`src/sv/wacl_pkg.sv`:
```
// ----------------------------------------------------------------------------
// wacl_pkg
// Shared types, constants and the digit match function for the wildcard
// access list packet filter.
// ----------------------------------------------------------------------------
package wacl_pkg;

    localparam int RULE_DEPTH_DEF = 64;
    localparam int ADDR_DIGITS    = 8;
    localparam int OP_W           = 2;
    localparam int ADDR_W         = 32;
    localparam int MASK_W         = 8;
    localparam int IDX_W          = 6;
    localparam int TOTAL_W        = 16;
    localparam logic [TOTAL_W-1:0] TOTAL_MAX = '1;

    typedef enum logic [OP_W-1:0] {
        OP_CLEAR  = 2'd0,
        OP_APPEND = 2'd1,
        OP_CHECK  = 2'd2,
        OP_NONE   = 2'd3
    } t_op;

    typedef enum logic {
        ST_IDLE,
        ST_SCAN
    } t_state;

    typedef struct packed {
        t_op               op;
        logic [ADDR_W-1:0] src;
        logic [ADDR_W-1:0] dst;
        logic [MASK_W-1:0] smask;
        logic [MASK_W-1:0] dmask;
        logic              permit;
    } t_cmd;

    typedef struct packed {
        logic [ADDR_W-1:0] src_value;
        logic [MASK_W-1:0] src_mask;
        logic [ADDR_W-1:0] dst_value;
        logic [MASK_W-1:0] dst_mask;
        logic              permit;
    } t_rule;

    typedef struct packed {
        logic               permitted;
        logic               rule_hit;
        logic [IDX_W-1:0]   hit_index;
        logic               table_full;
        logic [TOTAL_W-1:0] total;
    } t_result;

    // Digits past ADDR_DIGITS are ignored.
    function automatic logic digits_match(input logic [ADDR_W-1:0] addr,
                                          input logic [ADDR_W-1:0] pat,
                                          input logic [MASK_W-1:0] wild);
        logic ok;
        ok = 1'b1;
        for (int i = 0; i < MASK_W; i++) begin
            if (i < ADDR_DIGITS && !wild[i] && addr[4*i +: 4] != pat[4*i +: 4]) begin
                ok = 1'b0;
            end
        end
        return ok;
    endfunction

endpackage

```
`src/sv/wacl_front.sv`:
```
// ----------------------------------------------------------------------------
// wacl_front
// Command intake: takes a transfer, decodes the operation and holds it in a
// two-entry queue until the execution side pops it.
// ----------------------------------------------------------------------------
module wacl_front (
    input  logic                        i_clk,
    input  logic                        i_rst_n,
    input  logic                        start,
    output logic                        busy,
    input  logic [wacl_pkg::OP_W-1:0]   i_operation,
    input  logic [wacl_pkg::ADDR_W-1:0] i_src_address,
    input  logic [wacl_pkg::ADDR_W-1:0] i_dst_address,
    input  logic [wacl_pkg::MASK_W-1:0] i_src_wild_mask,
    input  logic [wacl_pkg::MASK_W-1:0] i_dst_wild_mask,
    input  logic                        i_rule_permit,
    output wacl_pkg::t_cmd              o_cmd,
    output logic                        o_cmd_valid,
    input  logic                        i_cmd_pop
);

    wacl_pkg::t_cmd r_queue [2];
    logic           r_wr_ptr, n_wr_ptr;
    logic           r_rd_ptr, n_rd_ptr;
    logic [1:0]     r_fill,   n_fill;
    logic           push;
    logic           pop;
    wacl_pkg::t_cmd cmd_in;

    always_comb begin
        cmd_in.op     = wacl_pkg::t_op'(i_operation);
        cmd_in.src    = i_src_address;
        cmd_in.dst    = i_dst_address;
        cmd_in.smask  = i_src_wild_mask;
        cmd_in.dmask  = i_dst_wild_mask;
        cmd_in.permit = i_rule_permit;
    end

    assign busy        = (r_fill == 2'd2);
    assign push        = start && !busy;
    assign o_cmd_valid = (r_fill != 2'd0);
    assign pop         = i_cmd_pop && o_cmd_valid;
    assign o_cmd       = r_queue[r_rd_ptr];

    always_comb begin
        n_wr_ptr = push ? !r_wr_ptr : r_wr_ptr;
        n_rd_ptr = pop  ? !r_rd_ptr : r_rd_ptr;
        n_fill   = r_fill;
        if (push && !pop) begin
            n_fill = r_fill + 2'd1;
        end else if (pop && !push) begin
            n_fill = r_fill - 2'd1;
        end
    end

    always_ff @(posedge i_clk) begin
        if (!i_rst_n) begin
            r_wr_ptr <= 1'b0;
            r_rd_ptr <= 1'b0;
            r_fill   <= 2'd0;
        end else begin
            r_wr_ptr <= n_wr_ptr;
            r_rd_ptr <= n_rd_ptr;
            r_fill   <= n_fill;
        end
    end

    always_ff @(posedge i_clk) begin
        if (push) begin
            r_queue[r_wr_ptr] <= cmd_in;
        end
    end

endmodule

```
`config.mk`:
```
export PLATFORM = sky130hd
export DESIGN_NAME = wacl_front
export DESIGN_NICKNAME = d
export VERILOG_FILES = /design/src/sv/wacl_pkg.sv /design/src/sv/wacl_front.sv
export SDC_FILE = /design/constraint.sdc
export NUM_CORES = 1
export LEC_CHECK = 0
export ABC_AREA = 1
export ABC_CLOCK_PERIOD_IN_PS = 4100
export BUFFER_PORTS_ARGS = -buffer_cell sky130_fd_sc_hd__buf_2
export CORE_MARGIN = 4
export CORE_UTILIZATION = 29
export DETAILED_ROUTE_END_ITERATION = 6
export GPL_TIMING_DRIVEN = 0
export PLACE_DENSITY_LB_ADDON = 0.1
export RECOVER_POWER = 100
export SLEW_MARGIN = 30
export SYNTH_ARGS = -nofsm -noshare
export SYNTH_HDL_FRONTEND = slang
export SYNTH_SLANG_ARGS = --single-unit
```
`constraint.sdc`:
```
create_clock -name i_clk -period 4.1 [get_ports i_clk]
set_input_delay 0.205 -clock i_clk [delete_from_list [all_inputs] [get_ports i_clk]]
set_output_delay 0.205 -clock i_clk [all_outputs]
set_load 0.05 [all_outputs]
```
==> results.md <==
- First-pass GRT wire length: 20.5 mm
- Count of different cell masters after synthesis: 17
- MaxCap Viol Count: 1
- Crit Path Max Fanout: 10
- Clock buffer depth: 2
- Core ar.: 22100 um^2
- GRT Total Usage: 10.7%
- Initial antenna violation count: 0
- Final non-filler cell total: 868
- Rows: 54
- R2R depth: 5
- CTS Root Cell: clkbuf_16
- Rel. slew slack: 0.711%
- Post-synthesis sequential area ratio: 77.2%
- Clk_skew: 0.00881 ns
- Die area: 25200 um^2
- Post-DP HPWL: 9.48 mm
- CTS sink cnt: 171
- Post-placement cell area: 8030 um^2
- Highest-count cells in the layout ignoring fill and taps: edfxtp_1 (166), clkbuf_1 (133), dlygate4sd3_1 (83)
- Number of global-route vias before repair: 3880
- Layout cells sized above 1: 28.4%
- Fmax: 0.353 GHz
- Status: finished with violations
- Placed insts: 754
- Die Span Y: 159 um
- Worst Path Required: 3.89 ns
- Port bufs: 171
- Drt first pass iters: 4
- Failing checks: capacitance limit
- Largest net degree at the start of global routing: 22
- Syn Inst Count: 295
- Total Power: 6.10 mW
- Grt ovf: 0
- Die Width: 159 um
- Number of diodes: 0
- #FFs+latches synth: 171
- First DRT Iteration DRCs: 94
- Area Growth Syn to Fin: 41.0%
- Min-Delay Path Class: primary input to register
- Hold Crit Depth: 3
- Most crowded layer after global routing: met2
- Post-layout min period: 2.83 ns
- Reg2reg end: r_queue[0][67]$_DFFE_PP_
- Worst-Skew Late Latency: 0.42 ns
- CP Class: register to output port
- Reg2Reg Launch Point: r_fill[1]$_SDFFE_PN0P_
- Post-route ant nets: 0
- CTS tree: built
- Vias after detailed routing: 3574
- Number of CTS-inserted buffers: 17
- Routed WL per cell: 15.4 um
- Initial core utilization: 29.8%
- GR Layer Usage met1: 13.2%
- Static leakage: 3.34 nW
- IO Count: 172
- RSZ-0062 raised after global routing: no
- Hold Fails Final Rpt: 0
- Hold_sp: i_rst_n
- Met2 Track Usage GR: 17.2%
- Fin area: 9280 um^2
- Endpoint, Worst Hold: r_fill[1]$_SDFFE_PN0P_
- Remaining DRCs: 0
- Arrival @ worst endpoint: 2.63 ns
- Worst slew pin tran: 1.48 ns
- Fin. max-slew vios: 0
- Tcrit/Tclk final: 69.0%
- Fin nets: 664
- Most common cell after layout, fill and taps aside: edfxtp_1
- Post-CTS sizing: 0
- Power Density: 657 nW/um^2
- DRT Wirelength: 13.4 mm
- Synthesized net count: 383
- Syn. warnings: 0
- R2R setup slack: 1.59 ns
- Syn Area/Cell: 22.3 um^2
- Clock transition at path regs: 0.07 ns
- VDD IR max: 0.450 mV
- Syn Std Cell Area: 6580 um^2
- Setup violators final: 0
- CP startpoint kind: register
- Grt met3 use: 3.67%
- Post-DR vias/cell: 4.12
- CP Capture Type: output port
- Max H-tree Level: 4
- Routability Congestion: 0.695
- Total Negative Setup Slacks: 0 ns
[through the flow]
stage | setup slack (ns) | hold WS [ns] | util, %
detailed placement | 2.32 | 0.397 | 36.3
global route | 1.04 | 0.0269 | 42.0
finish | 1.27 | 0.0464 | 42.0
floorplan | -0.375 | 0.304 | -
global placement | -2.95 | 0.393 | 35.3
CTS | 2.10 | 0.0187 | 42.9
[worst max path at each step]
stage                                start                       end  slack (ns)  cells past startpoint
floorplan           r_fill[1]$_SDFFE_PN0P_   r_queue[0][0]$_DFFE_PP_       -0.38                      3
global placement    r_fill[1]$_SDFFE_PN0P_  r_queue[1][30]$_DFFE_PP_       -2.95                      3
detailed placement  r_fill[1]$_SDFFE_PN0P_  r_queue[0][65]$_DFFE_PP_        2.32                      5
CTS                               register                 o_cmd[57]        2.10                      4
global route                      register                 o_cmd[57]        1.04                      4
finish                            register                 o_cmd[57]        1.27                      4
[kinds of logic after synthesis]
logic type | Yosys count | share of synthesized area (%)
adders and majority gates | 1 | 0.190
DFF | 171 | 77.2
buffers and inverters | 17 | 2.83
and+or+nand+nor | 18 | 1.08
muxes | 83 | 18.2
AOI/OAI and AO/OA | 5 | 0.475
[where the power goes]
| group | switching (mW) | total (mW) | internal, mW |
|---|---|---|---|
| Clock | 0.681 | 1.70 | 1.02 |
| Combinational | 1.42 | 2.13 | 0.710 |
| Sequential | 0.0590 | 2.26 | 2.21 |
[worst max-delay path, stage by stage (launching register included)]
cell and delay (ns):
dfxtp_1 0.33, clkbuf_1 0.94, buf_12 0.25, mux2_4 0.17, clkbuf_1 0.51
[per-layer routing]
layer / routed length [um] / part of all wire (%)
met2: 6390 / 48
met3: 1040 / 7.7
met1: 5830 / 43
met4: 147 / 1.1
met5: 0 / 0
[Yosys cell counts (all sizes together)]
cell | n | share of area, %
a21oi | 1 | 0.076
buf | 9 | 2.4
dfxtp | 5 | 1.5
edfxtp | 166 | 76
ha | 1 | 0.19
inv | 8 | 0.46
mux2 | 83 | 18
nand2 | 7 | 0.40
nand3 | 1 | 0.076
nand4 | 1 | 0.095
nor2 | 9 | 0.51
o21a | 1 | 0.11
o21ai | 3 | 0.29
[state kept, by name, indices dropped and copies added, names as in the netlist, named ones only]
| register | cells |
|---|---|
| r_fill | 2 |
| r_queue | 166 |
| r_rd_ptr | 1 |
| r_wr_ptr | 1 |
[area by class of cell]
class | count | area (um^2)
Tap cell | 280 | 350
Clock buffer | 17 | 425
Inverter | 8 | 30.0
Buffer | 9 | 148
Timing Repair Buffer | 262 | 1740
Clock inverter | 14 | 195
Fill cell | 2079 | 12800
Sequential cell | 171 | 5080
Multi-Input combinational cell | 107 | 1310
[repair_timing]
| item | in CTS | in global routing |
|---|---|---|
| hold buffers | 83 | 0 |
| endpoints found under the hold margin | 166 | 0 |
| buffers inserted | 0 | 0 |
No activity file was read; power rests on OpenSTA's default activity.
